===== config.mk =====
export PLATFORM = sky130hd
export DESIGN_NAME = stone2_mul
export DESIGN_NICKNAME = d
export VERILOG_FILES = /design/src/hdl/stone2_pkg.sv /design/src/hdl/stone2_mul.sv
export SDC_FILE = /design/constraint.sdc
export NUM_CORES = 2
export LEC_CHECK = 0
export BUFFER_PORTS_ARGS = -buffer_cell sky130_fd_sc_hd__clkbuf_2
export CELL_PAD_IN_SITES_DETAIL_PLACEMENT = 0
export CELL_PAD_IN_SITES_GLOBAL_PLACEMENT = 2
export CORE_ASPECT_RATIO = 1.1
export CORE_MARGIN = 2
export CORE_UTILIZATION = 35
export CTS_CLUSTER_DIAMETER = 150
export DETAILED_ROUTE_END_ITERATION = 7
export HOLD_SLACK_MARGIN = 0.06
export PLACE_DENSITY = 0.79
export SYNTH_ARGS = -nofsm -noshare
export SYNTH_HDL_FRONTEND = slang
export SYNTH_SLANG_ARGS = --single-unit

===== constraint.sdc =====
create_clock -name clk -period 8.3 [get_ports clk]
set_input_delay 0.415 -clock clk [delete_from_list [all_inputs] [get_ports clk]]
set_output_delay 0.415 -clock clk [all_outputs]
set_load 0.03 [all_outputs]

===== src/hdl/stone2_pkg.sv =====
// Shared constants and helper functions for the Stone II oil relperm pipeline.
// No dependencies; every other file of the block imports this package.
`default_nettype none
package stone2_pkg;

  localparam int FRAC_BITS = 16;
  localparam int KR_W      = 17;
  localparam int DER_W     = 32;
  localparam int CFG_W     = 17;
  localparam int OIL_W     = 31;
  localparam int DIV_W     = DER_W + FRAC_BITS;
  localparam int SAT_W     = 96;

  function automatic logic signed [DER_W-1:0] sat_s32(input logic signed [SAT_W-1:0] x);
    logic signed [SAT_W-1:0] hi_lim;
    logic signed [SAT_W-1:0] lo_lim;
    hi_lim = $signed({{(SAT_W-DER_W+1){1'b0}}, {(DER_W-1){1'b1}}});
    lo_lim = $signed({{(SAT_W-DER_W+1){1'b1}}, {(DER_W-1){1'b0}}});
    if (x > hi_lim) begin
      sat_s32 = hi_lim[DER_W-1:0];
    end else if (x < lo_lim) begin
      sat_s32 = lo_lim[DER_W-1:0];
    end else begin
      sat_s32 = x[DER_W-1:0];
    end
  endfunction

endpackage
`default_nettype wire


===== src/hdl/stone2_mul.sv =====
// Two-stage signed multiplier: the first operand is split in halves, partial
// products are registered, then summed into a registered full product. Uses stone2_pkg.
`default_nettype none
module stone2_mul import stone2_pkg::*; #(
  parameter int WA = DER_W,
  parameter int WB = DER_W
) (
  input  wire logic                    clk,
  input  wire logic                    en,
  input  wire logic signed [WA-1:0]    a,
  input  wire logic signed [WB-1:0]    b,
  output logic      signed [WA+WB-1:0] p
);

  localparam int LA = WA / 2;
  localparam int HA = WA - LA;

  logic signed [LA+WB:0]   p_lo_r;
  logic signed [HA+WB-1:0] p_hi_r;
  logic signed [WA+WB-1:0] p_r;
  logic signed [WA+WB-1:0] p_nxt;

  assign p_nxt = $signed({p_hi_r, {LA{1'b0}}}) + (WA+WB)'(p_lo_r);

  always_ff @(posedge clk) begin
    if (en) begin
      p_lo_r <= $signed({1'b0, a[LA-1:0]}) * b;
      p_hi_r <= $signed(a[WA-1:LA]) * b;
      p_r    <= p_nxt;
    end
  end

  assign p = p_r;

endmodule
`default_nettype wire


# After elaboration in Yosys (flattened, before gate mapping)
# Cells that the tools add are included.
[op_classes] addsub=1 mul=2
[op_table] operator="64-bit by 49-bit adder with 64-bit output" count=1
[op_table] operator="17-bit by 32-bit multiplier with 49-bit output" count=1
[op_table] operator="16-bit by 32-bit multiplier with 48-bit output" count=1
[totals] output_inout_bits=64 wordCells=6 reg_bits=161 inputBits=66

# Depth between registers and ports, before layout
[depth] depth_word=1 ltp_mapped=26 depth_no_buf=25

# Worst setup path after synthesis
# OpenSTA, ideal clock, no wires.
[synth_timing] kind="input to register" startpoint="in b[20]" endpoint="reg p_hi_r[43], data pin" path_buffers=1 path_stages=22 slack_ns=2.044 setup_ns=0.265 t_arrival_ns=5.991 path_cell_list="clkbuf_1 -> nand2_1 -> fa_1 -> fa_1 -> fa_1 -> inv_1 -> fa_1 -> fa_1 -> inv_1 -> fa_1 -> inv_1 -> ha_1 -> and2_1 -> a22o_1 -> o21ai_0 -> nand4b_1 -> o211ai_2 -> o21ai_1 -> o31a_1 -> a21oi_1 -> o21ai_0 -> xor2_1"
[synth_via] elab_chain_cells=1
[synth_rtl] element="start: declaration" line_no="stone2_mul.sv:11" text="input wire logic signed [WB-1:0] b,"
[synth_rtl] element="16-bit by 32-bit multiplier with 48-bit output" line_no="stone2_mul.sv:28" text="p_hi_r <= $signed(a[WA-1:LA]) * b;"
[synth_rtl] element="end signal: assignment" line_no="stone2_mul.sv:28"
[synth_rtl] element="end: declaration" line_no="stone2_mul.sv:19" text="logic signed [HA+WB-1:0] p_hi_r;"
# No other way between the ends.
# A chain may end at the register's enable or synchronous reset.

# Worst setup path in the final report
[layout_timing] startpoint="in b[14]" endpoint="reg p_hi_r[43], data pin"
# The elaborated chain is that of the path after synthesis.

==> flow_summary.json <==
{
  "synthCells": 4632,
  "num_vias": 30100,
  "fin_cells": 6309,
  "clock.fmax_ghz": 0.139,
  "reg2reg_slack_ns": 4.54,
  "yosysMostFrequentCell": "inv_1",
  "synth-xor-area-share_pct": 2.94,
  "crit_arrival_ns": 7.50,
  "wl_per_cell_um": 19.1,
  "nets": 5972,
  "slew_viol_final": 0,
  "dp_hpwl_mm": 99.1,
  "synth.top_cell.area_share_pct": 45.3,
  "slew_headroom_pct": 38.5,
  "post_cts_resized": 0,
  "synth_compound_gate_area_share_pct": 6.20,
  "final_area_mm2": 0.0463,
  "cp_max_fo": 22,
  "hold_viol": 0,
  "cts_sinks": 161,
  "syn_avg_cell_area_um2": 9.31,
  "core-area_mm2": 0.123,
  "r2r-start": "p_lo_r[24]",
  "r2r_cells": 11,
  "die_w_um": 339,
  "hold_start": "en",
  "tightest_slew_ns": 0.922,
  "track_usage_pct": 20.3,
  "antennaDiodeCount": 0,
  "highest_layer": "met5",
  "hold_end": "p_hi_r[46]",
  "path_clk_slew_ns": 0.08,
  "start_util_pct": 35.2,
  "clk_latency_ns": 0.53,
  "grt_pass1_vias": 33800,
  "status": "finished, final reports clean",
  "die-area_mm2": 0.126,
  "synth_top_family_by_area": "adder cells",
  "holdBufCountCts": 0,
  "slowest_delay_ns": 0.61,
  "cp_cell_sequence": "clkbuf_2, buf_4, nand2_1, fa_1, inv_1, fa_1, fa_1, fa_1, fa_1, inv_1, fa_1, inv_1, ha_1, nand4_1, nor2_1, nand3_1, a311oi_1, o211ai_2, o21ai_1, o31a_1, a21oi_1, o21ai_0, xor2_1",
  "h-tree-depth": 4,
  "holdCritPathClass": "in2reg",
  "worst_setup_path_start_kind": "primary input",
  "synth_top_cell_by_area": "fa_1",
  "m1WireLength_mm": 49.5,
  "wl_mm": 120,
  "netlist-cell-type-count": 72,
  "drive_above_1_share_pct": 5.96,
  "met3_length_mm": 5.14,
  "syn2layout_area_growth_pct": 7.43,
  "synthAdderAreaFrac_pct": 53.4,
  "ys.flop_type": "edfxtp_1",
  "ys_top_cells_by_count": "1158 x inv_1, 976 x fa_1, 670 x nand2_1",
  "path_buf_inv": 5,
  "synth_seq_cells": 161,
  "crit_top_cell": "fa_1",
  "cp_top_family": "adder cells",
  "cts-root-buf": "clkbuf_16",
  "async_reset_ff_share_pct": 0,
  "cp.required_ns": 8.58,
  "critical-path-slowest-cell": "a311oi_1",
  "rsz0062_at_grt": "no",
  "synthMuxAreaShare_pct": 0,
  "io_buffers": 129,
  "io_pins": 130,
  "dieHeight_um": 372,
  "criticalPathCategory": "in2reg",
  "cts_buffer_depth": 2,
  "synth_simple_gate_area_share_pct": 14.3,
  "tritoncts": "done",
  "final_antenna_net_count": 0,
  "synth_nets": 5952,
  "fin_setup_tns_ns": 0,
  "cp-end-kind": "flop",
  "first_iter_violations": 1635,
  "grt_max_degree": 110,
  "crit-reg2reg-capture": "p[57]",
  "ys_top_cells_by_area": "fa_1 45%, edfxtp_1 11%, inv_1 10%",
  "cts_made_buffers": 17,
  "period_needed_ns": 7.22,
  "grt_pass1_wl_mm": 194,
  "globalRouteOverflowTotal": 0,
  "dpl_cell_area_mm2": 0.0457,
  "fin_worst_skew_ns": 0.0248,
  "antenna_found_initial": 7,
  "std_cell_rows": 135,
  "synth_edf_count": 161,
  "finalCritPeriodShare_pct": 87.0,
  "wl_met2_mm": 61.7,
  "seq_area_frac_synth_pct": 11.2,
  "cts_setup_buffers": 0,
  "hold_depth": 1,
  "first_pass_iters": 6,
  "place_inst": 6277,
  "cap_viol_max_count": 0,
  "drt-vias-per-instance": 4.77,
  "setup_violations": 0,
  "nFillCells": 12700,
  "gp_congestion": 0.872,
  "ys_warn_count": 0,
  "syn_area_mm2": 0.0431,
  "drcViolationCount": 0
}
area by class of cell:
type                       instances  area, um^2  area share (%)
inverter                        1159        4350            9.39
sequential                       161        4830            10.4
multi-input combinational       3095       33100            71.5
clock inverter                    15         206           0.446
tap                             1644        2060            4.44
clock buffer                      17         425           0.918
timing repair buffer             218        1330            2.88
worst register-to-register path, stage by stage, from the launching register on:
cell and delay [ns]:
edfxtp_1 0.45, ha_1 0.42, a21oi_1 0.24, o21ai_0 0.20, a41oi_1 0.46, o211ai_1 0.33, a41oi_1 0.42, nand4_1 0.20
a31o_1 0.24, a21o_1 0.21, a221oi_2 0.28, xnor2_1 0.09
worst max path at each step:
| stage | endpoint | from | depth (start not counted) | slack, ns |
|---|---|---|---|---|
| floorplan | p_hi_r[43] | b[20] | 22 | 2.04 |
| global placement | p_lo_r[42] | b[20] | 23 | 0.66 |
| detailed placement | p_lo_r[42] | b[20] | 22 | 0.62 |
| CTS | p_hi_r[43] | b[14] | 23 | 1.18 |
| global route | p_hi_r[43] | b[14] | 23 | 0.67 |
| finish | p_hi_r[43] | b[14] | 23 | 1.08 |
metrics by stage:
step                hold slack [ns]  utilization (%)  worst slack, ns
floorplan                     0.400                -             2.04
global placement              0.403             37.3            0.663
detailed placement            0.405             37.3            0.616
CTS                           0.352             37.8             1.18
global route                  0.380             37.8            0.666
finish                        0.369             37.8             1.08
cells in the final DEF (no fill, tap or decap), types with 5 or more instances in the layout:
master / n
and2_1: 397
and4_1: 6
edfxtp_1: 161
nand2b_1: 23
nand2_1: 670
xor2_1: 44
a31oi_1: 9
o21bai_1: 18
inv_1: 1158
a211oi_1: 7
o21ai_0: 57
nor2_1: 95
fa_1: 976
nand3_1: 21
clkbuf_16: 17
a21o_1: 85
nor2b_1: 17
ha_1: 278
and3_1: 6
clkbuf_2: 128
a21oi_1: 130
or3_1: 7
buf_4: 88
o21a_1: 14
a41oi_1: 5
xnor2_1: 101
o21ai_1: 12
a31o_2: 7
nand4_1: 21
nor3_1: 15
registers in the layout (all words and copies together), names as in the netlist:
| name | cells |
|---|---|
| p_lo_r | 49 |
| p_hi_r | 48 |
| p | 64 |
layer usage:
metal  vias to the layer above  track usage [%]
met5                         -                0
met4                        12             6.77
met3                       140             3.23
met2                       543             36.8
met1                     15700             24.4
li1                      13700                -
cell families after synthesis:
logic type,after synthesis
AO/OA/AOI/OAI,403
XOR/XNOR,145
adder cells (fa/ha/maj),1254
buffers and inverters,1376
flip-flops,161
AND/OR/NAND/NOR,1293
Power is left out: the tool's default activity adds up to more than one toggle a clock period on the data nets, which glitch-free logic cannot reach.
