--- src/hdl/stone2_pkg.sv ---
// Shared constants and helper functions for the Stone II oil relperm pipeline.
// No dependencies; every other file of the block imports this package.
`default_nettype none
package stone2_pkg;

  localparam int FRAC_BITS = 16;
  localparam int KR_W      = 17;
  localparam int DER_W     = 32;
  localparam int CFG_W     = 17;
  localparam int OIL_W     = 31;
  localparam int DIV_W     = DER_W + FRAC_BITS;
  localparam int SAT_W     = 96;

  function automatic logic signed [DER_W-1:0] sat_s32(input logic signed [SAT_W-1:0] x);
    logic signed [SAT_W-1:0] hi_lim;
    logic signed [SAT_W-1:0] lo_lim;
    hi_lim = $signed({{(SAT_W-DER_W+1){1'b0}}, {(DER_W-1){1'b1}}});
    lo_lim = $signed({{(SAT_W-DER_W+1){1'b1}}, {(DER_W-1){1'b0}}});
    if (x > hi_lim) begin
      sat_s32 = hi_lim[DER_W-1:0];
    end else if (x < lo_lim) begin
      sat_s32 = lo_lim[DER_W-1:0];
    end else begin
      sat_s32 = x[DER_W-1:0];
    end
  endfunction

endpackage
`default_nettype wire

--- src/hdl/stone2_div.sv ---
// Pipelined restoring divider, one quotient bit per register stage.
// Uses stone2_pkg; the divisor must stay constant while items are in flight.
`default_nettype none
module stone2_div import stone2_pkg::*; #(
  parameter int W  = DIV_W,
  parameter int CW = CFG_W
) (
  input  wire logic          clk,
  input  wire logic          en,
  input  wire logic [W-1:0]  dividend,
  input  wire logic [CW-1:0] divisor,
  output logic      [W-1:0]  quotient
);

  logic [W-1:0]  dq_r  [W];
  logic [CW-1:0] rem_r [W-1];

  for (genvar s = 0; s < W; s++) begin : g_stage
    logic [W-1:0]  dq_in;
    logic [CW-1:0] rem_in;
    logic [CW:0]   sh;
    logic          ge;
    if (s == 0) begin : g_first
      assign dq_in  = dividend;
      assign rem_in = '0;
    end else begin : g_next
      assign dq_in  = dq_r[s-1];
      assign rem_in = rem_r[s-1];
    end
    assign sh = {rem_in, dq_in[W-1]};
    assign ge = (sh >= {1'b0, divisor});
    always_ff @(posedge clk) begin
      if (en) begin
        dq_r[s] <= {dq_in[W-2:0], ge};
      end
    end
    if (s < W - 1) begin : g_rem
      always_ff @(posedge clk) begin
        if (en) begin
          rem_r[s] <= ge ? CW'(sh - {1'b0, divisor}) : sh[CW-1:0];
        end
      end
    end
  end

  assign quotient = dq_r[W-1];

endmodule
`default_nettype wire

--- config.mk ---
export PLATFORM = sky130hd
export DESIGN_NAME = stone2_div
export DESIGN_NICKNAME = d
export VERILOG_FILES = /design/src/hdl/stone2_pkg.sv /design/src/hdl/stone2_div.sv
export SDC_FILE = /design/constraint.sdc
export NUM_CORES = 2
export LEC_CHECK = 0
export BUFFER_PORTS_ARGS = -buffer_cell sky130_fd_sc_hd__buf_2
export CORE_ASPECT_RATIO = 2
export CORE_MARGIN = 2
export CORE_UTILIZATION = 35
export CTS_BUF_LIST = sky130_fd_sc_hd__clkbuf_4 sky130_fd_sc_hd__clkbuf_8 sky130_fd_sc_hd__clkbuf_16
export DETAILED_ROUTE_END_ITERATION = 6
export MAX_ROUTING_LAYER = met4
export PLACE_DENSITY = 0.55
export SYNTH_ARGS = -nofsm -noshare
export SYNTH_HDL_FRONTEND = slang
export SYNTH_SLANG_ARGS = --single-unit
--- constraint.sdc ---
create_clock -name clk -period 14.9 [get_ports clk]
set_input_delay 0.745 -clock clk [delete_from_list [all_inputs] [get_ports clk]]
set_output_delay 0.745 -clock clk [all_outputs]
set_load 0.02 [all_outputs]
Word level (Yosys, flattened, before mapping)
Memory sizes are Yosys's and may differ from the RTL's. Cells that the tools add are included.

Add/subtract/negate cells: 47. Magnitude comparators: 48. Muxes and demuxes: 49.

Operators by type and width (number): >= comparator 18 x 17 -> 1 bit (47); two-way mux 17 bit (47); subtractor 17 bit (46); >= comparator 1 x 17 -> 1 bit (1); subtractor 1 x 17 -> 17 bit (1); two-way mux 1 bit (2).

Register bits: 0. RAM bits: 3103. Output and inout bits: 48. Word-level logic and storage cells: 146. Memories: 2.

Memories: dq_r (words 48, width 48, rd ports 48, clocked after Yosys merged registers in 0, wr ports 48, line stone2_div.sv:15) `logic [W-1:0] dq_r [W];`; rem_r (words 47, width 17, rd ports 47, clocked after Yosys merged registers in 0, wr ports 47, line stone2_div.sv:16) `logic [CW-1:0] rem_r [W-1];`.

Longest topological paths before layout
An unclocked memory read counts as a cell.

Depth after elaboration: 3. Mapped depth: 14. Gate-level depth less buffers: 13.

Worst setup path after synthesis
OpenSTA, ideal clock, no wires.

Path type: input to register. From: input divisor[1]. To: memory rem_r[1][185] (netlist name) (data pin). Setup time: 0.260 ns. Arrival: 5.876 ns. Slack: 8.764 ns. Stages: 10. Path through: inv_1 -> ha_1 -> nor2b_1 -> o31a_1 -> o31a_1 -> or4_1 -> a311o_1 -> a21oi_1 -> xnor2_1 -> mux2_2.

RTL lines: start, declared (line stone2_div.sv:11) `input wire logic [CW-1:0] divisor,`; end, declared (line stone2_div.sv:16).

==> flow_metrics.env <==
export IMPL_reg2regPathDepth=12
export IMPL_slew_viol_final=0
export IMPL_worstHoldPathCells=3
export IMPL_power_leakage_nw=55.9
export IMPL_status="finished clean"
export IMPL_syn_area_per_cell_um2=15.0
export IMPL_crit_family="buffers and inverters"
export IMPL_crit_slowest_cell="a311oi_4"
export IMPL_setup_violations=0
export IMPL_powerDensity_nw_per_um2=209
export IMPL_tightest_slew_ns=1.29
export IMPL_grt_setup_unrepaired="no"
export IMPL_fin_skew_ns=0.0640
export IMPL_yosys_warnings=0
export IMPL_root_buffer="clkbuf_16"
export IMPL_crit_top_cell="buf_4"
export IMPL_routed_via_density=5.04
export IMPL_row_count=326
export IMPL_place_area_um2=145000
export IMPL_grt_pass1_vias=79683
export IMPL_end_kind="flop"
export IMPL_cp_required_ns=15.57
export IMPL_core_um2=393000
export IMPL_cts_sinks=3103
export IMPL_path_buf_inv=5
export IMPL_htreeDepth=5
export IMPL_post_route_cell_area_um2=156000
export IMPL_cp_start_kind="input pin"
export IMPL_insertion_delay_ns=0.93
export IMPL_fp_dieW_um=448
export IMPL_yosysSeqAreaShare_pct=67.5
export IMPL_grt_pass1_wl_mm=456
export IMPL_place_gp_congestion=0.872
export IMPL_grt_overflow=0
export IMPL_track_usage_pct=15.2
export IMPL_maxCapViolCount=0
export IMPL_critPathMaxFanout=17
export IMPL_path_class="in -> reg"
export IMPL_routedWlPerCell_um=19.8
export IMPL_cp_cell_sequence="buf_2 -> buf_4 -> buf_4 -> ha_1 -> inv_1 -> fa_1 -> a211oi_2 -> o21ai_1 -> a2111o_1 -> a31oi_4 -> o31ai_1 -> a311oi_4 -> buf_4 -> mux2_2"
export IMPL_ys_types=92
export IMPL_yosys_area_top_type="edfxtp_1"
export IMPL_ys_ff_latch=3103
export IMPL_period_share_pct=33.7
export IMPL_routed_wl_mm=300
export IMPL_reg2reg_to="rem_r[1][181]$_DFFE_PP_"
export IMPL_synth_top_area_share_pct=67.5
export IMPL_grt_max_degree=191
export IMPL_floorplan_initialDensity_pct=35.1
export IMPL_hp_class="in -> reg"
export IMPL_p_sw_w=0.0108
export IMPL_hpwl_mm=198
export IMPL_ir_worst_vdd_mv=0.0990
export IMPL_drc=0
export IMPL_yosys_top_cells_area="edfxtp_1 (67%), ha_1 (7.3%), mux2_2 (3.3%), xnor2_1 (2.5%), a21oi_1 (2.5%)"
export IMPL_ys_flop_type="edfxtp_1"
export IMPL_p_seq_share_pct=40.3
export IMPL_hold_violations=0
export IMPL_worst_r2r_startpoint="dq_r[1][479]$_DFFE_PP_"
export IMPL_post_cts_buffers=0
export IMPL_timing_setup_tns_ns=0
export IMPL_crit_arrival_ns=5.69
export IMPL_io_buffer_count=114
export IMPL_die_h_um=892
export IMPL_synth_nets=10144
export IMPL_num_vias=76256
export IMPL_fillers=36123
export IMPL_drive_gt1_share_pct=12.5
export IMPL_drtPass1Iterations=5
export IMPL_multi_input_area_um2=43000
export IMPL_postSynth_asyncResetShare_pct=0
export IMPL_slowest_delay_ns=0.64
export IMPL_dieArea_um2=400000
export IMPL_numCtsBuffers=303
export IMPL_cts_buffer_depth=4
export IMPL_cts_tree="built"
export IMPL_flow_area_growth_from_synthesis_pct=12.8
export IMPL_layout_commonest_cell="edfxtp_1"
export IMPL_min_to="rem_r[0][0]$_DFFE_PP_"
export IMPL_first_iter_violations=4473
export IMPL_synth_area_um2=138000
export IMPL_rrSetupSlack_ns=10.73
export IMPL_clk_pin_slew_ns=0.06
export IMPL_io_pins=115
export IMPL_nNetsFinal=10546
export IMPL_fmax_mhz=199
export IMPL_antenna_left=0
export IMPL_regArea_um2=93200
export IMPL_combPwrFrac_pct=35.7
export IMPL_clkPwrFrac_pct=24.0
export IMPL_min_period_ns=5.03
export IMPL_syn_inst=9230
export IMPL_switching_share_pct=33.1
export IMPL_hp_start="dividend[47]"
export IMPL_p_int_w=0.0217
export IMPL_final_cell_mix="edfxtp_1 (3103), ha_1 (801), a21oi_1 (695)"
export IMPL_synth_edff_count=3103
export IMPL_maxSlewHeadroom_pct=14.2
export IMPL_antenna_found_initial=8
[how the worst max path moves through the flow]
stage	depth (start not counted)	slack, ns	start	end
floorplan	10	8.76	divisor[1]	rem_r[1][185]$_DFFE_PP_
global placement	14	9.00	divisor[0]	rem_r[2][52]$_DFFE_PP_
detailed placement	14	8.92	divisor[0]	rem_r[2][52]$_DFFE_PP_
CTS	14	9.96	divisor[0]	rem_r[2][52]$_DFFE_PP_
global route	14	9.76	divisor[0]	rem_r[2][52]$_DFFE_PP_
finish	14	9.87	divisor[0]	rem_r[2][52]$_DFFE_PP_
[metal layers]
layer	vias to the layer above	part of all wire, %	global-route usage, %	wire length [µm]
met5	-	0	-	0
met4	0	7.1	9.56	21200
met3	766	3.5	2.13	10500
met2	1399	54	27.9	162000
met1	37669	35	14.7	106000
li1	36422	-	-	-
[cell usage after synthesis (all sizes together), types with 24 or more instances]
| cell type | instances |
|---|---|
| nand4 | 117 |
| a211o | 25 |
| nor4 | 24 |
| nand3 | 94 |
| nand2 | 402 |
| a21oi | 704 |
| a2111oi | 30 |
| o21ai | 459 |
| ha | 801 |
| buf | 90 |
| o211ai | 32 |
| nor2 | 556 |
| o21bai | 140 |
| clkbuf | 68 |
| o41ai | 25 |
| o21a | 97 |
| mux2i | 36 |
| or3 | 35 |
| and3 | 46 |
| a21o | 224 |
| nand2b | 61 |
| nor2b | 87 |
| nor3 | 147 |
| xnor2 | 402 |
| a211oi | 78 |
| edfxtp | 3103 |
| inv | 286 |
| xor2 | 219 |
| fa | 46 |
| or2 | 25 |
| o31a | 39 |
| o31ai | 43 |
| a31oi | 54 |
| mux2 | 442 |
[registers in the layout (all words and copies together), names as in the netlist]
signal,flops
rem_r,799
dq_r,2304
[final cells by class]
cell class	count	share of cell area [%]
Sequential cell	3103	59.8
Multi-Input combinational cell	5682	27.6
Clock buffer	354	5.15
Tap cell	5248	4.22
Clock inverter	179	1.24
Timing Repair Buffer	255	1.22
Inverter	287	0.695
Antenna cell	16	0.0257
[metrics by stage]
stage	power (W)	setup WS (ns)	hold WS, ns	util, %	std cells
after detailed placement	0.0249	8.92	0.405	36.9	14527
final	0.0325	9.87	0.238	39.6	15124
after floorplan	0.0217	8.76	0.400	-	9230
after global routing	0.0346	9.76	0.206	39.6	15123
after global placement	0.0246	9.00	0.400	36.9	14527
after CTS	0.0330	9.96	0.125	39.6	15107
[tightest hold or removal path, stage by stage]
cell     delay, ns
buf_2         0.09
nor2_1        0.04
a21oi_1       0.12
[power groups by stage]
stage	Combinational, W	Sequential [W]	Clock, W
2_1_floorplan	0.00907	0.0126	0
3_3_place_gp	0.0113	0.0133	0
3_5_place_dp	0.0116	0.0133	0
4_1_cts	0.0117	0.0131	0.00814
5_1_grt	0.0129	0.0132	0.00844
6_report	0.0116	0.0131	0.00780
[logic make-up (layout without fill, tap and decap cells)]
kind of cell	after synthesis	count (layout)	share of synthesized area (%)
flip-flops	3103	3103	67.5
AO/OA/AOI/OAI	2082	2082	9.65
AND/OR/NAND/NOR	1654	1654	5.61
adder cells (fa/ha/maj)	847	847	7.93
XOR/XNOR	621	621	3.94
multiplexers	478	478	3.95
buffers and inverters	445	1075	1.45
other	0	16	0
[timing repair]
item                                   CTS  global route
endpoints found under the hold margin   47             0
hold buffers                            47             0
setup endpoints to repair                0             0
gates resized for setup                  0             0
Note: power is estimated with default switching activity, not from simulation.
