[config.mk]
export PLATFORM = sky130hd
export DESIGN_NAME = stone2_dly
export DESIGN_NICKNAME = d
export VERILOG_FILES = /design/src/hdl/stone2_pkg.sv /design/src/hdl/stone2_dly.sv
export SDC_FILE = /design/constraint.sdc
export NUM_CORES = 1
export LEC_CHECK = 0
export BUFFER_PORTS_ARGS = -buffer_cell sky130_fd_sc_hd__buf_2
export CAP_MARGIN = 20
export CORE_UTILIZATION = 45
export DETAILED_ROUTE_END_ITERATION = 6
export PLACE_DENSITY_LB_ADDON = 0.1
export SLEW_MARGIN = 20
export SYNTH_ARGS = -nofsm -noshare
export SYNTH_HDL_FRONTEND = slang
export SYNTH_SLANG_ARGS = --single-unit
[constraint.sdc]
create_clock -name clk -period 0.8 [get_ports clk]
set_input_delay 0.16 -clock clk [delete_from_list [all_inputs] [get_ports clk]]
set_output_delay 0.16 -clock clk [all_outputs]
set_load 0.02 [all_outputs]
[src/hdl/stone2_pkg.sv]
// Shared constants and helper functions for the Stone II oil relperm pipeline.
// No dependencies; every other file of the block imports this package.
`default_nettype none
package stone2_pkg;

  localparam int FRAC_BITS = 16;
  localparam int KR_W      = 17;
  localparam int DER_W     = 32;
  localparam int CFG_W     = 17;
  localparam int OIL_W     = 31;
  localparam int DIV_W     = DER_W + FRAC_BITS;
  localparam int SAT_W     = 96;

  function automatic logic signed [DER_W-1:0] sat_s32(input logic signed [SAT_W-1:0] x);
    logic signed [SAT_W-1:0] hi_lim;
    logic signed [SAT_W-1:0] lo_lim;
    hi_lim = $signed({{(SAT_W-DER_W+1){1'b0}}, {(DER_W-1){1'b1}}});
    lo_lim = $signed({{(SAT_W-DER_W+1){1'b1}}, {(DER_W-1){1'b0}}});
    if (x > hi_lim) begin
      sat_s32 = hi_lim[DER_W-1:0];
    end else if (x < lo_lim) begin
      sat_s32 = lo_lim[DER_W-1:0];
    end else begin
      sat_s32 = x[DER_W-1:0];
    end
  endfunction

endpackage
`default_nettype wire

[src/hdl/stone2_dly.sv]
// Enabled delay line of fixed depth that carries side data along the pipeline.
// Uses stone2_pkg for its default width.
`default_nettype none
module stone2_dly import stone2_pkg::*; #(
  parameter int W = DER_W,
  parameter int D = 2
) (
  input  wire logic         clk,
  input  wire logic         en,
  input  wire logic [W-1:0] d,
  output logic      [W-1:0] q
);

  logic [W-1:0] tap_r [D];

  always_ff @(posedge clk) begin
    if (en) begin
      tap_r[0] <= d;
      for (int i = 1; i < D; i++) begin
        tap_r[i] <= tap_r[i-1];
      end
    end
  end

  assign q = tap_r[D-1];

endmodule
`default_nettype wire

* Word level (Yosys, flattened, before mapping)
Memory sizes are Yosys's and may differ from the RTL's.
Cells that the tools add are included.
** Storage, ports and cells
- Register bits after elaboration :: 0
- Memory bits (writable) :: 64
- Input port bits :: 34
- Memories kept :: 1
** Operators by class
- Multiplexer cells :: 2
** Memories
- tap_r :: depth 2, bits a word 32, read ports 2, clocked after Yosys merged registers in 0, write ports 2, line stone2_dly.sv:14 : logic [W-1:0] tap_r [D];
** Operator list (number)
- 2-to-1 mux 1 bit :: 2

* Longest topological paths before layout
Gate-level depths: netlist (run 1).
- Depth after elaboration :: 2
- Depth in mapped cells :: 1
- Gate-level depth less buffers :: 0

* Least setup slack after synthesis (run 1)
OpenSTA, ideal clock, no wires.
- Path type :: register to output
- From :: memory tap_r[0][32] (netlist name)
- To :: output port q[0]
- Arrival time :: 490 ps
- Path slack :: 150 ps
- Cell stages (with the launch flop) :: 2
- Cells stage by stage :: edfxtp_1 -> buf_4
** RTL lines
- from (decl) :: line stone2_dly.sv:14
- to (decl) :: line stone2_dly.sv:11 : output logic [W-1:0] q

==> impl_metrics.toml, run 1 <==
[min_path]
worst_hold_path.endpoint = "tap_r[0][12]"
min_path_type = "primary input to flop"
holdCritStartpoint = "d[12]"
holdPathStages = 1

[die]
core_um2 = 4470
chipWidth_um = 71.3
die_y_um = 71.3
fp-row-count = 24
start_util_pct = 48.3
ios = 66
die_area_um2 = 5090

[clock_network]
clkLatencyLatePin_ns = 0.32
cts.clk_slew.worst_paths_ns = 0.06
cts_buffer_depth = 2
clock-sinks = 64
numCtsBuffers = 9
cts.htree.levels = 3
cts_tree = "done"
clockRootBuffer = "clkbuf_8"

[worst_setup_path]
required_ns = 0.64
cp_slowest_cell = "edfxtp_1"
ff2ff_path_depth = 0
cpPeakStageDelay_ns = 0.41
cp-end-kind = "output port"
cp_num_buf_inv = 1
start_kind = "flop"
cp.arrival_ns = 0.88
cp_top_family = "flip-flops"
worstSetupPathType = "flop to output port"
r2r_slack_ns = 0.15
worst-path-max-fanout = 1
regToRegStartpoint = "tap_r[0][0]"
r2r_end = "tap_r[0][32]"
critical_path.cell_chain = "buf_6"

[synthesis]
syn_nets = 130
yosys_warnings = 0
syn_area_per_cell_um2 = 22.5
synth_cell_type_count = 2
synth_top_area_share_pct = 88.9
synthCells = 96
synth_area_leaders = "edfxtp_1 (89%), buf_4 (11%)"
syn-cell-area_um2 = 2160
synth_top_cell_by_area = "edfxtp_1"
ys_seq_area_share_pct = 88.9
ys_ff_latch = 64

[sta]
relSlewSlack_pct = 89.4
final.min_clock_period_ns = 1.04
setup_viol = 32
worst_pin_slew_ns = 0.159
finalHoldViolations = 0
finalClockSkew_ns = 0.00683
setup_ws_ns = -0.240
slew_violations = 0
rsz0062_at_grt = "yes"
fin_crit_sh_pct = 130
fmax_mhz = 962

[drt]
vias = 997
via_per_inst = 4.37
ant_nets = 0
drc = 5
route.final.wire_length_um = 3130
wire_per_inst_um = 13.7
drt-initial-drc-count = 92
drt_first_pass_iters = 6

[cells_and_area]
num-multi-input-gates = 0
fin_util_pct = 65.8
largest_reg_flops = 64
finalNetCount = 205
syn_to_final_growth_pct = 36.2
diodes = 0
top_register = "tap_r"
largestRegisters = "tap_r x64"
fillers = 314
multiInputGateArea_um2 = 0
drive_gt1_share_pct = 46.0
fin_area_um2 = 2950

[global_routing]
grt_max_degree = 31
grt_pass1_wl_um = 4640
antenna_found_initial = 0
gr-total-overflow = 0
track_usage_pct = 13.5
grt_pass1_vias = 1008

[pwr]
power.leakage_nw = 1.16
p_per_area_nw_per_um2 = 2330
peakVddDrop_mv = 1.60

[status]
outcome = "finished with violations"
violations = "design-rule violations, negative setup slack"

[run]
maxCapViolations = 0

[placed_design]
routabilityCongestion = 0.617
port_buffers = 65
dpl_cell_area_um2 = 2360
pre_cts_ws_ns = -0.0422
dp_hpwl_um = 1720
==> kinds of logic (layout without fill, tap and decap cells) <==
| logic type | Yosys count | after routing | share of synthesized area, % |
|---|---|---|---|
| flops | 64 | 64 | 88.9 |
| buf+inv | 32 | 112 | 11.1 |
==> report_power, final <==
| group | internal, mW | switching (mW) | leakage [nW] |
|---|---|---|---|
| Sequential | 3.98 | 0.0741 | 0.626 |
| Clock | 1.09 | 1.10 | 0.0843 |
| Combinational | 0.328 | 0.280 | 0.447 |
==> stage by stage <==
step	hold slack (ns)	TNS, ns	power (mW)	std cells
global placement	0.337	-1.18	4.50	184
floorplan	0.259	0	4.38	96
detailed placement	0.338	-2.06	4.52	184
CTS	0.000281	-7.27	6.85	225
global route	0.00723	-8.12	7.13	228
finish	0.0259	-6.59	6.85	228
==> what timing repair did <==
action	in CTS	in global routing
hold buffers	25	3
setup buffers	0	0
resized for setup	12	36
endpoints found under the setup margin	32	32
hold endpoints to repair	25	3
==> Yosys cell counts, drive strengths merged <==
master and n:
buf 32, edfxtp 64
==> per-layer routing <==
metal	global-route usage, %	wire (um)	vias to the layer above
met4	8.67	79	0
li1	-	-	477
met3	7.17	239	8
met1	14.5	1210	464
met5	0	0	-
met2	20.8	1600	48
==> cell usage in the layout, fill, tap and decap left out, drive strengths merged <==
cell,Yosys,layout
clkbuf,0,11
dlygate4sd3,0,28
clkinv,0,5
buf,32,68
edfxtp,64,64
==> worst max-delay path by stage <==
stage / cells past startpoint / endpoint / slack [ns] / start
final: 1 / q[26] / -0.24 / tap_r[0][58]
after global routing: 1 / q[15] / -0.29 / tap_r[0][47]
after CTS: 1 / q[15] / -0.25 / tap_r[0][47]
after detailed placement: 2 / tap_r[0][44] / -0.04 / en
after global placement: 2 / tap_r[0][49] / -0.03 / en
after floorplan: 1 / q[0] / 0.15 / tap_r[0][32]
==> layout make-up <==
type | instances | area, um2 | area share (%)
Timing Repair Buffer | 96 | 803 | 27.3
Sequential cell | 64 | 1920 | 65.3
Tap cell | 52 | 65.1 | 2.21
Clock buffer | 11 | 131 | 4.46
Clock inverter | 5 | 23.8 | 0.807
Power figures use the tool's default switching activity.
==> run 2, diff against run 1 <==
GPL_TIMING_DRIVEN = 0   (was default)
==> run 2 against run 1 <==
Net effect: the run still ends with design-rule violations, negative setup slack left; worst hold slack lost 0.0072 ns; cell count is 1.8% lower; first-iteration DRC count is 1.1% higher; core utilization down 0.056 points; worst setup slack worse by 0.0017 ns; design area hardly changed; non-clock buffer count is 4 lower; routed wire length decreased by 6.0%; global-route usage decreased by 0.82 points; clock skew is 0.0031 ns lower; clock power about the same; highest routed layer unchanged.
==> impl_metrics.toml, run 2 (synthesis gave the netlist of run 1 again) <==
[min_path]
min_path_type = "primary input to flop"

[sta]
relSlewSlack_pct = 62.9
finalHoldViolations = 0
setup_viol = 32
fmax_mhz = 960
fin_crit_sh_pct = 130
fin_setup_tns_ns = -6.82
slew_violations = 0
rsz0062_at_grt = "yes"
setup_ws_ns = -0.241
worst_pin_slew_ns = 0.556
finalClockSkew_ns = 0.00374
final.min_clock_period_ns = 1.04

[global_routing]
gr-total-overflow = 0
antenna_found_initial = 0
track_usage_pct = 12.7
grt_pass1_wl_um = 4430
grt_max_degree = 65
grt_pass1_vias = 994

[clock_network]
cts_buffer_depth = 2
clock-sinks = 64
cts.htree.levels = 3
cts.clk_slew.worst_paths_ns = 0.06
clockRootBuffer = "clkbuf_8"
cts_tree = "done"
numCtsBuffers = 9
clkLatencyLatePin_ns = 0.32

[worst_setup_path]
required_ns = 0.64
worst-path-max-fanout = 1
cp-end-kind = "output port"
cpPeakStageDelay_ns = 0.40
cp_top_family = "flip-flops"
worstSetupPathType = "flop to output port"
cp_slowest_cell = "edfxtp_1"
cp.arrival_ns = 0.88
start_kind = "flop"
cp_num_buf_inv = 1
critical_path.cell_chain = "buf_6"

[die]
start_util_pct = 48.3
chipWidth_um = 71.3
core_um2 = 4470
die_area_um2 = 5090
ios = 66
die_y_um = 71.3
fp-row-count = 24

[drt]
ant_nets = 0
drt-initial-drc-count = 93
drc = 5
via_per_inst = 4.32
drt_first_pass_iters = 6
vias = 967
route.final.wire_length_um = 2940
wire_per_inst_um = 13.1

[pwr]
peakVddDrop_mv = 1.47
p_per_area_nw_per_um2 = 2320
total_power_mw = 6.84
power.leakage_nw = 1.15

[placed_design]
placed_cells = 213
port_buffers = 65
dpl_cell_area_um2 = 2550
routabilityCongestion = 0.617
dp_hpwl_um = 1560
pre_cts_ws_ns = -0.383

[cells_and_area]
largest_reg_flops = 64
layout_common_cells = "edfxtp_1 (64), buf_6 (33), buf_2 (32)"
finalNonFillerCells = 224
layout_commonest_cell = "edfxtp_1"
top_register = "tap_r"
largestRegisters = "tap_r x64"
fillers = 318
finalNetCount = 201
syn_to_final_growth_pct = 36.1
num-multi-input-gates = 0
diodes = 0
drive_gt1_share_pct = 44.8
fin_area_um2 = 2940
multiInputGateArea_um2 = 0

[status]
outcome = "finished with violations"
violations = "design-rule violations, negative setup slack"

[run]
maxCapViolations = 0
run 2: metrics by stage:
step           utilization [%]  hold slack [ns]
4_1_cts                   65.8         0.000922
3_5_place_dp              57.1            0.338
2_1_floorplan                -            0.259
6_report                  65.8           0.0187
5_1_grt                   65.8          0.00281
3_3_place_gp              57.0            0.337
run 2: repair_timing:
action                                  CTS  global route
buffers inserted                          0             0
hold buffers                             27             0
gates resized for setup                  65             0
endpoints found under the setup margin   96            32
hold endpoints to repair                 27             0
run 2: layout make-up:
type / instances / area [um2] / area share (%)
repair buffers: 92 / 802 / 27.3
well taps: 52 / 65.1 / 2.21
clock buffers: 10 / 128 / 4.34
clock inverters: 6 / 26.3 / 0.893
flip-flops and latches: 64 / 1920 / 65.3
run 2: per-layer routing:
layer / up-vias / global-route usage (%) / part of all wire, %
met4: 0 / 11.3 / 3.7
met5: - / 0 / 0
met2: 51 / 18.5 / 47
li1: 466 / - / -
met3: 11 / 4.50 / 6.2
met1: 439 / 14.7 / 43
run 2: worst paths after layout:
path	start	end	slack (ns)	depth (start not counted)
hold / removal	d[24]	tap_r[0][24]	0.02	1
hold reg to reg	tap_r[0][6]	tap_r[0][38]	0.41	0
setup reg to reg	tap_r[0][5]	tap_r[0][37]	0.17	0
setup / recovery	tap_r[0][38]	q[6]	-0.24	1
run 2: report_power, final:
group	total [mW]	internal (mW)	leakage (nW)	switching (mW)
logic	0.602	0.334	0.438	0.267
registers	4.06	3.98	0.626	0.0807
clock network	2.17	1.07	0.0823	1.10
